**src/design/uvst_pkg.sv**
```systemverilog
`timescale 1ns / 1ps
// ----------------------------------------------------------------------------
// uvst_pkg
// Shared types and codes for the unique value set table.
// ----------------------------------------------------------------------------
package uvst_pkg;

  localparam logic [1:0] CMD_INSERT = 2'd0;
  localparam logic [1:0] CMD_ERASE  = 2'd1;
  localparam logic [1:0] CMD_LOOKUP = 2'd2;

  localparam logic [1:0] ST_DONE    = 2'd0;
  localparam logic [1:0] ST_PRESENT = 2'd1;
  localparam logic [1:0] ST_ABSENT  = 2'd2;
  localparam logic [1:0] ST_FULL    = 2'd3;

  localparam int unsigned VALUE_W = 32;
  localparam int unsigned COUNT_W = 6;

  typedef enum logic [1:0] {
    OP_INSERT,
    OP_ERASE,
    OP_LOOKUP
  } op_t;

  typedef struct packed {
    op_t                op;
    logic [VALUE_W-1:0] value;
  } req_t;

  typedef struct packed {
    logic               valid;
    logic               was_present;
    logic [1:0]         status;
    logic [COUNT_W-1:0] count;
  } result_t;

  typedef enum logic [1:0] {
    S_IDLE,
    S_SEARCH,
    S_DECIDE,
    S_MOVE
  } state_t;

endpackage

```
**src/design/uvst_ram.sv**
```systemverilog
`timescale 1ns / 1ps
// ----------------------------------------------------------------------------
// uvst_ram
// Simple dual-port RAM: one write port, one read port with registered data.
// ----------------------------------------------------------------------------
module uvst_ram #(
  parameter int WIDTH = 32,
  parameter int DEPTH = 32
) (
  input  logic                                   clk,
  input  logic                                   we,
  input  logic [(DEPTH > 1 ? $clog2(DEPTH) : 1)-1:0] waddr,
  input  logic [WIDTH-1:0]                       wdata,
  input  logic                                   re,
  input  logic [(DEPTH > 1 ? $clog2(DEPTH) : 1)-1:0] raddr,
  output logic [WIDTH-1:0]                       rdata
);

  logic [WIDTH-1:0] mem_r [DEPTH];
  logic [WIDTH-1:0] rdata_r;

  always_ff @(posedge clk) begin
    if (we) begin
      mem_r[waddr] <= wdata;
    end
    if (re) begin
      rdata_r <= mem_r[raddr];
    end
  end

  assign rdata = rdata_r;

endmodule

```
**src/design/uvst_front.sv**
```systemverilog
`timescale 1ns / 1ps
// ----------------------------------------------------------------------------
// uvst_front
// Accepts commands, decodes them into operations and queues up to two requests.
// ----------------------------------------------------------------------------
module uvst_front
  import uvst_pkg::*;
(
  input  logic               clk,
  input  logic               rst_n,
  input  logic               start,
  input  logic [1:0]         command,
  input  logic [VALUE_W-1:0] value,
  output logic               busy,
  output logic               q_valid,
  output req_t               q_req,
  input  logic               q_pop
);

  req_t       q_mem_r [2];
  logic [1:0] q_cnt_r, q_cnt_nxt;
  logic       wr_ptr_r, wr_ptr_nxt;
  logic       rd_ptr_r, rd_ptr_nxt;
  logic       push;
  req_t       req_c;

  always_comb begin
    req_c.value = value;
    case (command)
      CMD_INSERT: req_c.op = OP_INSERT;
      CMD_ERASE:  req_c.op = OP_ERASE;
      CMD_LOOKUP: req_c.op = OP_LOOKUP;
      default:    req_c.op = OP_LOOKUP;  // unused code acts as a lookup
    endcase
  end

  assign busy    = (q_cnt_r == 2'd2);
  assign push    = start && !busy;
  assign q_valid = (q_cnt_r != 2'd0);
  assign q_req   = q_mem_r[rd_ptr_r];

  always_comb begin
    wr_ptr_nxt = push ? !wr_ptr_r : wr_ptr_r;
    rd_ptr_nxt = (q_pop && q_valid) ? !rd_ptr_r : rd_ptr_r;
    q_cnt_nxt  = q_cnt_r;
    if (push && !(q_pop && q_valid)) begin
      q_cnt_nxt = q_cnt_r + 2'd1;
    end else if (!push && q_pop && q_valid) begin
      q_cnt_nxt = q_cnt_r - 2'd1;
    end
  end

  always_ff @(posedge clk) begin
    if (!rst_n) begin
      q_cnt_r  <= 2'd0;
      wr_ptr_r <= 1'b0;
      rd_ptr_r <= 1'b0;
    end else begin
      q_cnt_r  <= q_cnt_nxt;
      wr_ptr_r <= wr_ptr_nxt;
      rd_ptr_r <= rd_ptr_nxt;
    end
  end

  always_ff @(posedge clk) begin
    if (push) begin
      q_mem_r[wr_ptr_r] <= req_c;
    end
  end

endmodule

```
**src/design/uvst_back.sv**
```systemverilog
`timescale 1ns / 1ps
// ----------------------------------------------------------------------------
// uvst_back
// Executes queued requests: linear search of the store, then append,
// move-last-into-hole on erase, and one result per request.
// ----------------------------------------------------------------------------
module uvst_back
  import uvst_pkg::*;
#(
  parameter int CAPACITY = 32
) (
  input  logic    clk,
  input  logic    rst_n,
  input  logic    q_valid,
  input  req_t    q_req,
  output logic    q_pop,
  output result_t res
);

  localparam int AW    = (CAPACITY > 1) ? $clog2(CAPACITY) : 1;
  localparam int CNT_W = $clog2(CAPACITY + 1);

  state_t           state_r, state_nxt;
  req_t             req_r, req_nxt;
  logic [CNT_W-1:0] fill_count_r, fill_count_nxt;
  logic [CNT_W-1:0] issue_idx_r, issue_idx_nxt;
  logic             pend_r, pend_nxt;
  logic [AW-1:0]    pend_idx_r, pend_idx_nxt;
  logic             found_r, found_nxt;
  logic [AW-1:0]    slot_r, slot_nxt;
  logic             res_valid_r, res_valid_nxt;
  logic             res_present_r, res_present_nxt;
  logic [1:0]       res_status_r, res_status_nxt;

  logic               mem_we, mem_re;
  logic [AW-1:0]      mem_waddr, mem_raddr;
  logic [VALUE_W-1:0] mem_wdata, mem_rdata;

  logic               hit, more, full;
  logic [CNT_W-1:0]   last_idx;
  logic [CNT_W+COUNT_W-1:0] cnt_ext;

  uvst_ram #(
    .WIDTH(VALUE_W),
    .DEPTH(CAPACITY)
  ) u_store (
    .clk  (clk),
    .we   (mem_we),
    .waddr(mem_waddr),
    .wdata(mem_wdata),
    .re   (mem_re),
    .raddr(mem_raddr),
    .rdata(mem_rdata)
  );

  assign hit      = pend_r && (mem_rdata == req_r.value);
  assign more     = (issue_idx_r < fill_count_r);
  assign full     = (fill_count_r == CNT_W'(CAPACITY));
  assign last_idx = fill_count_r - 1'b1;
  assign cnt_ext  = {{COUNT_W{1'b0}}, fill_count_r};

  assign res.valid       = res_valid_r;
  assign res.was_present = res_present_r;
  assign res.status      = res_status_r;
  assign res.count       = cnt_ext[COUNT_W-1:0];

  // next state
  always_comb begin
    state_nxt = state_r;
    case (state_r)
      S_IDLE: begin
        if (q_valid) state_nxt = S_SEARCH;
      end
      S_SEARCH: begin
        if (hit || (!pend_r && !more)) state_nxt = S_DECIDE;
      end
      S_DECIDE: begin
        if (req_r.op == OP_ERASE && found_r) state_nxt = S_MOVE;
        else state_nxt = S_IDLE;
      end
      S_MOVE: state_nxt = S_IDLE;
      default: state_nxt = S_IDLE;
    endcase
  end

  // datapath and memory control
  always_comb begin
    req_nxt         = req_r;
    fill_count_nxt  = fill_count_r;
    issue_idx_nxt   = issue_idx_r;
    pend_nxt        = pend_r;
    pend_idx_nxt    = pend_idx_r;
    found_nxt       = found_r;
    slot_nxt        = slot_r;
    res_valid_nxt   = 1'b0;
    res_present_nxt = res_present_r;
    res_status_nxt  = res_status_r;
    q_pop           = 1'b0;
    mem_we          = 1'b0;
    mem_waddr       = fill_count_r[AW-1:0];
    mem_wdata       = req_r.value;
    mem_re          = 1'b0;
    mem_raddr       = issue_idx_r[AW-1:0];
    case (state_r)
      S_IDLE: begin
        if (q_valid) begin
          q_pop         = 1'b1;
          req_nxt       = q_req;
          issue_idx_nxt = '0;
          pend_nxt      = 1'b0;
          found_nxt     = 1'b0;
        end
      end
      S_SEARCH: begin
        if (hit) begin
          found_nxt = 1'b1;
          slot_nxt  = pend_idx_r;
          pend_nxt  = 1'b0;
        end else if (more) begin
          // issue next read while the previous one is compared
          mem_re        = 1'b1;
          pend_nxt      = 1'b1;
          pend_idx_nxt  = issue_idx_r[AW-1:0];
          issue_idx_nxt = issue_idx_r + 1'b1;
        end else begin
          pend_nxt = 1'b0;
        end
      end
      S_DECIDE: begin
        res_present_nxt = found_r;
        res_status_nxt  = ST_DONE;
        res_valid_nxt   = 1'b1;
        case (req_r.op)
          OP_INSERT: begin
            if (found_r) begin
              res_status_nxt = ST_PRESENT;
            end else if (full) begin
              res_status_nxt = ST_FULL;
            end else begin
              mem_we         = 1'b1;
              fill_count_nxt = fill_count_r + 1'b1;
            end
          end
          OP_ERASE: begin
            if (found_r) begin
              // fetch the last entry; the result goes out after the move
              mem_re        = 1'b1;
              mem_raddr     = last_idx[AW-1:0];
              res_valid_nxt = 1'b0;
            end else begin
              res_status_nxt = ST_ABSENT;
            end
          end
          default: ;
        endcase
      end
      S_MOVE: begin
        mem_we          = 1'b1;
        mem_waddr       = slot_r;
        mem_wdata       = mem_rdata;
        fill_count_nxt  = last_idx;
        res_valid_nxt   = 1'b1;
        res_present_nxt = 1'b1;
        res_status_nxt  = ST_DONE;
      end
      default: ;
    endcase
  end

  always_ff @(posedge clk) begin
    if (!rst_n) begin
      state_r      <= S_IDLE;
      fill_count_r <= '0;
      pend_r       <= 1'b0;
      found_r      <= 1'b0;
      res_valid_r  <= 1'b0;
    end else begin
      state_r      <= state_nxt;
      fill_count_r <= fill_count_nxt;
      pend_r       <= pend_nxt;
      found_r      <= found_nxt;
      res_valid_r  <= res_valid_nxt;
    end
  end

  always_ff @(posedge clk) begin
    req_r         <= req_nxt;
    issue_idx_r   <= issue_idx_nxt;
    pend_idx_r    <= pend_idx_nxt;
    slot_r        <= slot_nxt;
    res_present_r <= res_present_nxt;
    res_status_r  <= res_status_nxt;
  end

  a_fill_bound: assert property (@(posedge clk) disable iff (!rst_n)
    fill_count_r <= CNT_W'(CAPACITY))
    else $error("fill count beyond capacity");

  a_result_source: assert property (@(posedge clk) disable iff (!rst_n)
    res_valid_r |-> $past(state_r == S_DECIDE || state_r == S_MOVE))
    else $error("result strobe outside decide or move");

  a_count_with_result: assert property (@(posedge clk) disable iff (!rst_n)
    ($past(rst_n) && fill_count_r != $past(fill_count_r)) |-> res_valid_r)
    else $error("fill count changed without a result");

  a_move_after_erase_hit: assert property (@(posedge clk) disable iff (!rst_n)
    (state_r == S_MOVE) |-> $past(found_r && req_r.op == OP_ERASE))
    else $error("move without an erase hit");

endmodule

```
**src/design/unique_value_set_table.sv**
```systemverilog
`timescale 1ns / 1ps
// ----------------------------------------------------------------------------
// unique_value_set_table
// Set of distinct 32-bit values in a fixed store with a fill count.
// ----------------------------------------------------------------------------
// Usage:
//   Drive in_command (0 insert, 1 erase, 2 lookup) and in_value with start
//   high; the request is taken on a clock edge where busy is low. A two-deep
//   request queue sits in front of the executing engine, so busy rises only
//   when two requests wait behind the one in progress.
//   Each request yields one result, shown for exactly one cycle with
//   out_valid high: out_was_present, out_status (0 done, 1 already present,
//   2 not found, 3 full) and out_count, the fill count after the request.
//   The receiver cannot stall; results must be taken as they appear.
//   The search reads one stored entry per cycle from the store RAM, and an
//   erase that hits then reads the last entry and moves it into the freed
//   slot. Requests run one at a time.
//   Reset empties the set (fill count zero); store contents need no clearing.
// ----------------------------------------------------------------------------
module unique_value_set_table
  import uvst_pkg::*;
#(
  parameter int CAPACITY = 32
) (
  input  logic               clk,
  input  logic               rst_n,
  input  logic               start,
  output logic               busy,
  input  logic [1:0]         in_command,
  input  logic signed [31:0] in_value,
  output logic               out_valid,
  output logic               out_was_present,
  output logic [1:0]         out_status,
  output logic [5:0]         out_count
);

  logic    q_valid;
  logic    q_pop;
  req_t    q_req;
  result_t res;

  uvst_front u_front (
    .clk    (clk),
    .rst_n  (rst_n),
    .start  (start),
    .command(in_command),
    .value  (in_value),
    .busy   (busy),
    .q_valid(q_valid),
    .q_req  (q_req),
    .q_pop  (q_pop)
  );

  uvst_back #(
    .CAPACITY(CAPACITY)
  ) u_back (
    .clk    (clk),
    .rst_n  (rst_n),
    .q_valid(q_valid),
    .q_req  (q_req),
    .q_pop  (q_pop),
    .res    (res)
  );

  assign out_valid       = res.valid;
  assign out_was_present = res.was_present;
  assign out_status      = res.status;
  assign out_count       = res.count;

endmodule

```
**config.mk**
```make
export PLATFORM = sky130hd
export DESIGN_NAME = unique_value_set_table
export DESIGN_NICKNAME = d
export VERILOG_FILES = /design/src/design/uvst_pkg.sv /design/src/design/uvst_ram.sv /design/src/design/uvst_front.sv /design/src/design/uvst_back.sv /design/src/design/unique_value_set_table.sv
export SDC_FILE = /design/constraint.sdc
export NUM_CORES = 1
export LEC_CHECK = 0
export BUFFER_PORTS_ARGS = -buffer_cell sky130_fd_sc_hd__clkbuf_2
export CORE_MARGIN = 2
export CORE_UTILIZATION = 50
export DETAILED_ROUTE_END_ITERATION = 8
export HOLD_SLACK_MARGIN = 0.06
export PLACE_DENSITY = 0.65
export SYNTH_ARGS = -nofsm -noshare
export SYNTH_HDL_FRONTEND = slang
export SYNTH_SLANG_ARGS = --single-unit
export TNS_END_PERCENT = 100
```
**constraint.sdc**
```tcl
create_clock -name clk -period 4.8 [get_ports clk]
set_clock_uncertainty 0.1 [all_clocks]
set_input_delay 0.24 -clock clk [delete_from_list [all_inputs] [get_ports clk]]
set_output_delay 0.24 -clock clk [all_outputs]
set_load 0.1 [all_outputs]
```
After elaboration in Yosys (flattened, before gate mapping)
Memory sizes are Yosys's and may differ from the RTL's. A register that Yosys moved wholly into a read port is not among the register bits.
Index checks and enable logic that the tools add are counted.
- memories: 2
- RAM bits: 1092
- register bits: 34
- output and inout bits: 11
- memory list (name ; words ; width ; read ports ; clocked after memory_dff ; write ports ; line ; text):
    u_back.u_store.mem_r ; 32 ; 32 ; 1 ; 1 ; 1 ; uvst_ram.sv:19 ; logic [WIDTH-1:0] mem_r [DEPTH];
    u_front.q_mem_r ; 2 ; 34 ; 1 ; 1 ; 1 ; uvst_front.sv:20 ; req_t q_mem_r [2];
- bitwise operators: 1
- $lt $le $gt $ge: 1
- multiplexer cells: 48
- equality and inequality tests: 16
- reduce and logical (&&, ||, !) cells: 31
- $add $sub $neg: 5
- operator list (cell ; count):
    two-way mux 6 bit ; 6
    equality test 32 bit ; 1
    two-way mux 32 bit ; 1
    case mux 6 bit (2 select lines) ; 2
    two-way mux 5 bit ; 4
    two-way mux 1 bit ; 17
    two-way mux 2 bit ; 8
    adder 6 x 1 -> 6 bit (second input constant) ; 2
    case mux 1 bit (2 select lines) ; 6
    case mux 2 bit (2 select lines) ; 3
    inequality test 2 bit (second input constant) ; 5
    logical AND 1 bit ; 8
    case mux 2 bit (4 select lines) ; 1
    AND reduction 2 bit ; 4
    AND reduction 4 bit ; 2
    nonzero test 2 bit ; 4
    logical NOT 1 bit ; 7
    equality test 2 x 1 -> 1 bit (second input constant) ; 3
    equality test 2 bit (second input constant) ; 3
    equality test 6 bit (second input constant) ; 1
    logical NOT 2 bit ; 3
    less-than comparator 6 bit ; 1
    inequality test 2 x 1 -> 1 bit (second input constant) ; 3
    AND reduction 3 bit ; 2
    other kinds (5) ; 5

Longest topological paths before layout
Gate-level depths: netlist of run 1.
- word-level depth: 8
- mapped depth: 11

Hierarchy
A second synthesis of run 1 with hierarchy kept.
- cell total of the unflattened synthesis: 2686
- area total of the unflattened synthesis: 47087.7 µm²
- by module, submodules not included (module ; area an instance (µm²) ; cells each ; sequential area each (µm²) ; instances):
    uvst_ram ; 40812.9 ; 2260 ; 31710.4 ; 1
    uvst_back ; 3548.4 ; 292 ; 1811.7 ; 1
    uvst_front ; 2726.4 ; 134 ; 2142.1 ; 1

Worst setup path before layout of run 1
Ideal clock, no wire load.
- path kind: reg-to-reg
- start point: reg u_back.fill_count_r[3]
- end point: reg u_back.u_store.rdata_r[0], in the netlist u_back.u_store.rdata[0] (read register of u_back.u_store.mem_r) (enable)
- cell stages (with the launch flop): 9
- setup time: 470 ps
- slack: -591 ps
- arrival: 4821 ps
- path buffers: 1
- period minus slack after synthesis: 5391 ps
- cell sequence: dfxtp_1 > clkbuf_1 > inv_1 > ha_1 > a2111oi_0 > o21ai_0 > a21oi_1 > nand2_1 > a21boi_0
- word-level cells in the longest chain between the ends: 4
- elaborated cells between the ends (all ways): 8
- those cells by class: 1 x add/sub; 1 x order compare; 6 x mux
- ends and longest elaborated chain (what ; line ; text):
    from (decl) ; uvst_back.sv:25 ; logic [CNT_W-1:0] fill_count_r, fill_count_nxt;
    from (signal assigned) ; uvst_back.sv:179 ; fill_count_r <= fill_count_nxt;
    less-than comparator 6 bit ; uvst_back.sv:57 ; assign more = (issue_idx_r < fill_count_r);
    two-way mux 1 bit ; uvst_back.sv:119 ; end else if (more) begin
    two-way mux 1 bit ; uvst_back.sv:115 ; if (hit) begin
    case mux 1 bit (2 select lines) ; uvst_back.sv:104 ; case (state_r)
    named net u_back.mem_re ; uvst_back.sv:35 ; logic mem_we, mem_re;
    to (decl) ; uvst_ram.sv:20 ; logic [WIDTH-1:0] rdata_r;
The timed path passes the listed nets, and every way through them passes these cells.
A chain may end at the register's enable or synchronous reset.

Worst setup path in the final report of run 1
- start point: reg u_back.state_r[0]
- end point: reg u_back.u_store.rdata_r[0], in the netlist u_back.u_store.rdata[0] (read register of u_back.u_store.mem_r), data pin
- word-level cells in the longest chain between the ends: 2
- elaborated cells between the ends (all ways): 4
- those cells by class: 2 x eq/ne; 2 x mux
- ends and longest elaborated chain (what ; line ; text):
    from (decl) ; uvst_back.sv:23 ; state_t state_r, state_nxt;
    from (signal assigned) ; uvst_back.sv:178 ; state_r <= state_nxt;
    equality test 2 bit or equality test 2 x 1 -> 1 bit (tied branches) ; uvst_back.sv:104 ;
    case mux 1 bit (2 select lines) or two-way mux 5 bit (tied branches) ; uvst_back.sv:104 ;
Parallel ways exist; a longest one is shown, timed or not.

==> results of run 1 <==
-- critical path, cell delays in order, from the launching register on --
cell and delay, ns:
sky130_fd_sc_hd__dfxtp_1 0.33, sky130_fd_sc_hd__inv_1 0.14, sky130_fd_sc_hd__ha_1 0.28, sky130_fd_sc_hd__nand4b_2 0.52, sky130_fd_sc_hd__mux2i_4 0.35, sky130_fd_sc_hd__buf_12 0.23
sky130_fd_sc_hd__buf_12 0.47, sky130_fd_sc_hd__buf_4 0.39, sky130_fd_sc_hd__mux2i_1 0.12, sky130_fd_sc_hd__mux2i_1 0.20, sky130_fd_sc_hd__o22ai_1 0.12, sky130_fd_sc_hd__nor4_1 0.57
-- sequential cells by signal, indices dropped and copies added, names as in the netlist --
register              count
u_back.slot_r             5
u_back.req_r             34
u_front.q_mem_r          68
u_back.res_valid_r        1
u_back.found_r            1
u_back.u_store.rdata     32
u_front.rd_ptr_r          1
u_front.q_cnt_r           2
u_back.pend_idx_r         5
u_back.fill_count_r       6
u_back.state_r            2
u_back.res_status_r       2
u_back.u_store.mem_r   1024
u_front.wr_ptr_r          1
u_back.pend_r             1
u_back.issue_idx_r        6
u_back.res_present_r      1
-- final cells by class --
class	instances	area [um2]
fill	6967	39800
inverter	18	67.6
sequential	1192	35600
tap	1254	1570
multi-input combinational	1239	11300
timing repair buffer	185	1540
clock buffer	139	3050
clock inverter	76	721
-- metrics by stage --
stage | total power, mW | setup WS [ns] | instance area [um2] | cells
6_report | 30.3 | 0.638 | 53900 | 4103
5_1_grt | 31.4 | 0.343 | 53900 | 4103
4_1_cts | 30.5 | 0.511 | 53900 | 4103
3_5_place_dp | 21.6 | 0.583 | 49800 | 3852
3_3_place_gp | 21.4 | 0.520 | 49800 | 3852
2_1_floorplan | 19.0 | 0.281 | 47500 | 2576
-- logic make-up (layout without fill, tap and decap cells) --
logic type / count (synthesis) / in the layout / synth area share [%]
flip-flops: 1192 / 1192 / 75.1
multiplexers: 836 / 836 / 17.8
AO/OA/AOI/OAI: 184 / 184 / 2.47
AND/OR/NAND/NOR: 162 / 162 / 1.75
buffers and inverters: 145 / 418 / 1.71
XOR/XNOR: 44 / 44 / 0.812
adder cells (fa/ha/maj): 13 / 13 / 0.343
-- worst max-delay path by stage --
| stage | to | depth (start not counted) | from |
|---|---|---|---|
| final | u_back.u_store.rdata[0]$_DFFE_PP_ | 11 | u_back.state_r[0]$_SDFFE_PN0P_ |
| after floorplan | u_back.u_store.rdata[0]$_DFFE_PP_ | 8 | u_back.fill_count_r[3]$_SDFFE_PN0P_ |
| after global placement | u_back.u_store.rdata[0]$_DFFE_PP_ | 11 | u_back.state_r[0]$_SDFFE_PN0P_ |
| after global routing | u_back.u_store.rdata[0]$_DFFE_PP_ | 11 | u_back.state_r[0]$_SDFFE_PN0P_ |
| after detailed placement | u_back.u_store.rdata[0]$_DFFE_PP_ | 11 | u_back.state_r[0]$_SDFFE_PN0P_ |
| after CTS | u_back.u_store.rdata[0]$_DFFE_PP_ | 11 | u_back.state_r[0]$_SDFFE_PN0P_ |
-- cell usage in the layout, fill, tap and decap left out, types with 3 or more instances in the layout --
| master | instances |
|---|---|
| sky130_fd_sc_hd__nor2_4 | 33 |
| sky130_fd_sc_hd__nor2_1 | 22 |
| sky130_fd_sc_hd__o21ai_1 | 3 |
| sky130_fd_sc_hd__nand3_2 | 8 |
| sky130_fd_sc_hd__nand2b_1 | 6 |
| sky130_fd_sc_hd__clkbuf_16 | 119 |
| sky130_fd_sc_hd__nand4_1 | 9 |
| sky130_fd_sc_hd__dlygate4sd3_1 | 36 |
| sky130_fd_sc_hd__xor2_1 | 10 |
| sky130_fd_sc_hd__o22ai_1 | 128 |
| sky130_fd_sc_hd__a21oi_1 | 11 |
| sky130_fd_sc_hd__clkbuf_2 | 47 |
| sky130_fd_sc_hd__clkinvlp_4 | 7 |
| sky130_fd_sc_hd__edfxtp_1 | 1177 |
| sky130_fd_sc_hd__nor2b_1 | 4 |
| sky130_fd_sc_hd__inv_1 | 17 |
| sky130_fd_sc_hd__o21ai_0 | 9 |
| sky130_fd_sc_hd__nor3b_1 | 3 |
| sky130_fd_sc_hd__a211oi_1 | 6 |
| sky130_fd_sc_hd__and3_1 | 3 |
| sky130_fd_sc_hd__nand2_1 | 21 |
| sky130_fd_sc_hd__mux2_2 | 66 |
| sky130_fd_sc_hd__clkinv_2 | 22 |
| sky130_fd_sc_hd__buf_4 | 88 |
| sky130_fd_sc_hd__xnor2_1 | 34 |
| sky130_fd_sc_hd__nor3_1 | 3 |
| sky130_fd_sc_hd__nand3_1 | 5 |
| sky130_fd_sc_hd__dfxtp_1 | 15 |
| sky130_fd_sc_hd__bufinv_16 | 13 |
| sky130_fd_sc_hd__clkinv_1 | 30 |
| sky130_fd_sc_hd__inv_6 | 3 |
| sky130_fd_sc_hd__o32ai_1 | 4 |
| sky130_fd_sc_hd__buf_12 | 14 |
| sky130_fd_sc_hd__ha_1 | 12 |
| sky130_fd_sc_hd__clkbuf_1 | 20 |
| sky130_fd_sc_hd__a32oi_1 | 3 |
| sky130_fd_sc_hd__a31oi_1 | 5 |
| sky130_fd_sc_hd__o21a_1 | 4 |
| sky130_fd_sc_hd__nor4_1 | 35 |
| sky130_fd_sc_hd__mux2i_1 | 769 |
-- layer usage --
layer  track usage [%]  wire length (um)
met2              37.0             53800
met4              6.70              2860
met5                 0                 0
met3              2.63              4500
met1              28.5             43800
-- power by group through the flow --
stage	Sequential [mW]	Combinational [mW]	Clock, mW
2_1_floorplan	13.1	5.86	0
3_3_place_gp	13.2	8.25	0
3_5_place_dp	13.2	8.38	0
4_1_cts	13.0	8.44	9.11
5_1_grt	13.0	8.88	9.53
6_report	13.0	8.36	8.97
-- timing repair --
item                                   4_1_cts  5_1_grt
hold buffers                                36        0
gates resized for setup                      0        0
endpoints found under the hold margin       83        0
==> Implementation_results.wiki, run 1 <==
{| class="wikitable"
! Metric !! Value
|-
| Result of the run || complete, no violations
|-
| Most used flip-flop cell after synthesis || sky130_fd_sc_hd__edfxtp_1
|-
| CP Class || flop to flop
|-
| Peak ir drop on the vdd network || 0.346 mV
|-
| Maximum number of pins on one net before global-route repair || 86
|-
| Number of enable flip-flop cells after synthesis || 1177
|-
| Total iterations of the first detailed-routing run || 6
|-
| PortBufs || 47
|-
| CTS tree || built
|-
| Hold Crit Endpoint || u_front.q_mem_r[1][23]$_DFFE_PP_
|-
| Worst r2r path cells || 11
|-
| Synth top cells by count || sky130_fd_sc_hd__edfxtp_1 (1177), sky130_fd_sc_hd__mux2i_1 (770), sky130_fd_sc_hd__o22ai_1 (128)
|-
| Part of the power in combinational logic || 27.6%
|-
| Drt drc || 0
|-
| Async SR Flop Fraction || 0%
|-
| Highest achievable clock rate || 240 MHz
|-
| Power density over the cells || 562 mW/mm2
|-
| Total track usage || 21.4%
|-
| Setup TNS || 0 ns
|-
| Antenna diodes || 0
|-
| Final nets || 2803
|-
| Leftover overflow at the end of global routing || 0
|-
| CP required || 5.09 ns
|-
| Min Clock Period, post-route || 4.16 ns
|-
| CTS Sinks || 1192
|-
| Remaining antenna violation count || 0
|-
| Cts bufs inserted || 117
|-
| Internal portion of total power || 21.2 mW
|-
| Highest fanout seen on the critical path || 85
|-
| Number of maximum-capacitance constraint violations || 0
|-
| Detailed-route via count || 23700
|-
| Final clock period utilization by the worst path || 86.7%
|-
| Final wirelength || 105 mm
|-
| Global placement routability congestion || 0.842
|-
| Sequential-to-total area share from yosys stat || 75.1%
|-
| Maximum buffer depth of the clock tree || 3
|-
| Worst hold path type || primary input to flop
|-
| Worst r2r dst || u_back.u_store.rdata[0]$_DFFE_PP_
|-
| Proportion of total power due to net switching || 30.1%
|-
| Floorplan die height || 312 um
|-
| Fraction of synthesized cell area taken by the top area cell type || 74.5%
|-
| Final count of pins violating max slew || 0
|-
| Static leakage || 18.9 nW
|-
| Ranking of synthesized cells by area || sky130_fd_sc_hd__edfxtp_1 (74%), sky130_fd_sc_hd__mux2i_1 (16%), sky130_fd_sc_hd__o22ai_1 (1.7%)
|-
| Area growth, synth to finish || 13.6%
|-
| Number of setup buffers added after CTS || 0
|-
| Most frequently used cell type in the post-synthesis netlist || sky130_fd_sc_hd__edfxtp_1
|-
| Number of antenna violations at the first check in global routing || 0
|-
| RSZ-0062 raised after global routing || no
|-
| Transition time at the pin with the least slew margin || 1.09 ns
|-
| Count of distinct cell types in the synthesized netlist || 48
|-
| Switching power summed over all nets || 9.12 mW
|-
| Data arrival time at the worst-slack endpoint || 4.45 ns
|-
| First DRT Iteration DRCs || 2057
|-
| Number of cells traversed by the worst hold path || 2
|-
| Cell type contributing the most total cell area after synthesis || sky130_fd_sc_hd__edfxtp_1
|-
| Number of cells produced by synthesis || 2576
|-
| Number of endpoints failing setup at the final stage || 0
|-
| Reg-to-reg critical path startpoint || u_back.state_r[0]$_SDFFE_PN0P_
|-
| Number of nets produced by synthesis || 2626
|-
| Number of primary I/O pins || 48
|-
| Post-layout util || 57.5%
|-
| Starting density of the core || 50.6%
|-
| Hold Worst Slack || 0.198 ns
|-
| Final hold violation count || 0
|-
| Clock Root Buffer || sky130_fd_sc_hd__clkbuf_16
|-
| Count of synthesis-stage warnings from yosys || 0
|-
| Synth Cell Area || 0.0475 mm2
|-
| Hold wc startpoint || in_value[23]
|-
| Cell row count || 112
|-
| Endpoint kind of the worst setup timing path || flop
|-
| Average size of a mapped cell || 18.4 um2
|-
| Number of levels the H-tree was split into || 3
|-
| Post-DP HPWL || 65.0 mm
|-
| Core footprint || 0.0937 mm2
|-
| DR vias/cell || 5.78
|-
| Via count of the first global-routing pass || 24200
|-
| DIE WIDTH || 312 um
|-
| Startpoint kind of the worst setup timing path || flop
|-
| Number of register bits inferred by synthesis || 1192
|-
| Remaining max-slew budget at the tightest pin || 26.8%
|-
| Reg clk slew, reported paths || 0.06 ns
|-
| Die area || 0.0974 mm2
|-
| Clock latency reported for the late side of the worst-skew pair || 0.68 ns
|-
| Clock Power Share || 29.6%
|-
| R2R setup slack || 0.64 ns
|-
| First-pass GRT wire length || 156 mm
|-
| Routed wire length per instance || 25.6 um
|-
| Portion of total power attributed to sequential cells || 42.8%
|-
| Fraction of layout instances using a drive strength above 1 || 15.3%
|}
Note: power is estimated with default switching activity, not from simulation.
==> run 2: changes to the inputs <==
--- a/config.mk
+++ b/config.mk
@@ -5,10 +5,10 @@
 export SDC_FILE = /design/constraint.sdc
 export NUM_CORES = 1
 export LEC_CHECK = 0
-export BUFFER_PORTS_ARGS = -buffer_cell sky130_fd_sc_hd__clkbuf_2
 export CORE_MARGIN = 2
 export CORE_UTILIZATION = 50
 export DETAILED_ROUTE_END_ITERATION = 8
+export DONT_BUFFER_PORTS = 1
 export HOLD_SLACK_MARGIN = 0.06
 export PLACE_DENSITY = 0.65
 export SYNTH_ARGS = -nofsm -noshare
==> Implementation_results.wiki, run 2 (synthesis gave the netlist of run 1 again) <==
{| class="wikitable"
! Metric !! Value
|-
| Result of the run || complete, no violations
|-
| Layer with the highest usage after global routing || met2
|-
| Peak ir drop on the vdd network || 0.351 mV (+1.5%)
|-
| Starting density of the core || 50.6% (unchanged)
|-
| Largest regs || u_back.u_store.mem_r (1024), u_front.q_mem_r (68), u_back.req_r (34)
|-
| Remaining max-slew budget at the tightest pin || 18.8% (-8.0 points)
|-
| Number of setup buffers added after CTS || 0 (unchanged)
|-
| Number of maximum-capacitance constraint violations || 0 (unchanged)
|-
| Hold Crit Endpoint || u_front.q_mem_r[1][2]$_DFFE_PP_
|-
| Number of antenna violations at the first check in global routing || 0 (unchanged)
|-
| Grt met2 use || 39.7% (+2.6 points)
|-
| DIE WIDTH || 312 um (unchanged)
|-
| Area post-placement || 0.0498 mm2 (about the same)
|-
| Endpoint kind of the worst setup timing path || flop
|-
| Number of primary I/O pins || 48 (unchanged)
|-
| Min Clock Period, post-route || 3.89 ns (-0.276 ns)
|-
| Post-CTS Hold Buffers || 36 (unchanged)
|-
| Fraction of layout instances using a drive strength above 1 || 14.2% (-1.1 points)
|-
| Final hold violation count || 0 (unchanged)
|-
| Leading cell type in the layout, fill and taps excluded || sky130_fd_sc_hd__edfxtp_1
|-
| Leftover overflow at the end of global routing || 0 (unchanged)
|-
| Transition time at the pin with the least slew margin || 1.21 ns (+0.120 ns)
|-
| Most used cells in the layout excluding fill and tap cells || sky130_fd_sc_hd__edfxtp_1 (1177), sky130_fd_sc_hd__mux2i_1 (769), sky130_fd_sc_hd__o22ai_1 (128), sky130_fd_sc_hd__clkbuf_16 (118), sky130_fd_sc_hd__buf_4 (81)
|-
| Maximum number of pins on one net before global-route repair || 61 (-29%)
|-
| Highest fanout seen on the critical path || 43 (-49%)
|-
| Cts bufs inserted || 115 (-1.7%)
|-
| Drt drc || 0 (unchanged)
|-
| Ordered list of cells on the worst path || inv_1 -> ha_1 -> nand4b_2 -> mux2i_4 -> buf_12 -> buf_4 -> mux2i_1 -> mux2i_1 -> o22ai_1 -> nor4_1
|-
| Final wirelength || 119 mm (+13%)
|-
| Worst r2r dst || u_back.u_store.rdata[18]$_DFFE_PP_
|-
| DR vias/cell || 5.99 (+3.7%)
|-
| Number of levels the H-tree was split into || 3 (unchanged)
|-
| Startpoint kind of the worst setup timing path || flop
|-
| Worst hold path type || primary input to flop
|-
| Data arrival time at the worst-slack endpoint || 4.26 ns (-0.19 ns)
|-
| Cell row count || 112 (unchanged)
|-
| Via count of the first global-routing pass || 24300 (+0.32%)
|-
| Post-DP HPWL || 65.7 mm (+1.1%)
|-
| Dpl ws || 0.993 ns (+0.411 ns)
|-
| CTS Sinks || 1192 (unchanged)
|-
| First DRT Iteration DRCs || 2642 (+28%)
|-
| Most flops, register || u_back.u_store.mem_r
|-
| # resized after CTS || 0 (unchanged)
|-
| Met1 global-route usage || 33.2% (+4.7 points)
|-
| Core footprint || 0.0937 mm2 (unchanged)
|-
| Crit-path leading delay family || multiplexers
|-
| Fin area || 0.0539 mm2 (-0.10%)
|-
| Buffers and inverters on the worst path || 3 (-1)
|-
| Power Total || 29.9 mW (-1.4%)
|-
| Flip-flop count of the largest register, all copies and words added || 1024 (unchanged)
|-
| Final clock period utilization by the worst path || 81.0% (-5.7 points)
|-
| Die area || 0.0974 mm2 (unchanged)
|-
| Least setup slack across all paths after layout || 0.913 ns (+0.276 ns)
|-
| CTS tree || built
|-
| Cell type with the highest occurrence count on the critical path || sky130_fd_sc_hd__mux2i_1
|-
| Floorplan die height || 312 um (unchanged)
|-
| Filler Cells Inserted || 6926 (-0.59%)
|-
| Hold Worst Slack || 0.0870 ns (-0.111 ns)
|-
| Met3 routing resource usage after global routing || 3.38% (+0.75 points)
|-
| Global placement routability congestion || 0.837 (-0.59%)
|-
| Maximum buffer depth of the clock tree || 3 (unchanged)
|-
| Total track usage || 24.1% (+2.6 points)
|-
| R2R setup slack || 0.91 ns (+0.28 ns)
|-
| First-pass GRT wire length || 169 mm (+8.2%)
|-
| Final nets || 2764 (-1.4%)
|-
| Highest achievable clock rate || 257 MHz (+7.1%)
|-
| Slowest Stage Delay on Critical Path || 0.73 ns (+0.16 ns)
|-
| Master of the slowest instance on the critical path || sky130_fd_sc_hd__mux2i_4
|-
| Reg-to-reg critical path startpoint || u_back.state_r[0]$_SDFFE_PN0P_
|-
| Detailed-route via count || 24300 (+2.7%)
|-
| Setup TNS || 0 ns (unchanged)
|-
| Clock Root Buffer || sky130_fd_sc_hd__clkbuf_16
|-
| Final count of pins violating max slew || 0 (unchanged)
|-
| Hold wc startpoint || start
|-
| CP required || 5.18 ns (+0.09 ns)
|-
| Worst r2r path cells || 10 (-1)
|-
| Number of cells traversed by the worst hold path || 2 (unchanged)
|-
| RSZ-0062 raised after global routing || no
|-
| Total iterations of the first detailed-routing run || 7 (+1)
|-
| Number of endpoints failing setup at the final stage || 0 (unchanged)
|-
| Area growth, synth to finish || 13.5%
|-
| Reg clk slew, reported paths || 0.07 ns (about the same)
|-
| Power density over the cells || 554 mW/mm2 (-1.3%)
|-
| Remaining antenna violation count || 0 (unchanged)
|-
| Routed wire length per instance || 29.2 um (+14%)
|-
| Clock latency reported for the late side of the worst-skew pair || 0.70 ns (+0.02 ns)
|-
| Static leakage || 18.7 nW (-0.81%)
|-
| CP Class || flop to flop
|-
| Antenna diodes || 0 (unchanged)
|-
| PortBufs || 0 (-100%)
|}
-- run 2: how the worst max path moves through the flow --
stage,from,to,slack (ns),depth (start not counted)
6_report,u_back.state_r[0]$_SDFFE_PN0P_,u_back.u_store.rdata[18]$_DFFE_PP_,0.91,10
5_1_grt,u_back.state_r[0]$_SDFFE_PN0P_,u_back.u_store.rdata[18]$_DFFE_PP_,0.70,10
4_1_cts,u_back.state_r[0]$_SDFFE_PN0P_,u_back.u_store.rdata[7]$_DFFE_PP_,0.97,10
3_5_place_dp,u_back.state_r[0]$_SDFFE_PN0P_,u_back.u_store.rdata[7]$_DFFE_PP_,0.99,10
3_3_place_gp,u_back.state_r[0]$_SDFFE_PN0P_,u_back.u_store.rdata[7]$_DFFE_PP_,1.00,10
2_1_floorplan,u_back.fill_count_r[3]$_SDFFE_PN0P_,u_back.u_store.rdata[0]$_DFFE_PP_,0.28,8
-- run 2: where the power goes --
| part | switching [mW] | internal (mW) |
|---|---|---|
| Clock | 3.79 | 4.99 |
| Combinational | 4.84 | 3.18 |
| Sequential | 0.349 | 12.7 |
| Total | 8.98 | 20.9 |
-- run 2: metal layers --
| layer | share of wire, % | vias up |
|---|---|---|
| li1 | - | 10600 |
| met1 | 42 | 12700 |
| met2 | 49 | 864 |
| met3 | 6.3 | 207 |
| met4 | 3.3 | 0 |
| met5 | 0 | - |
-- run 2: layout make-up --
cell class	count	area (um2)	area share (%)
flip-flops and latches	1192	35600	66.2
multi-input cells	1239	11300	21.0
clock buffers	140	3050	5.65
repair buffers	148	1590	2.95
well taps	1254	1570	2.91
clock inverters	70	626	1.16
inverters	18	67.6	0.125
-- run 2: through the flow --
stage | cells | utilization [%]
finish | 4061 | 57.5
floorplan | 2576 | -
CTS | 4061 | 57.5
global route | 4061 | 57.5
detailed placement | 3815 | 53.2
global placement | 3815 | 53.2
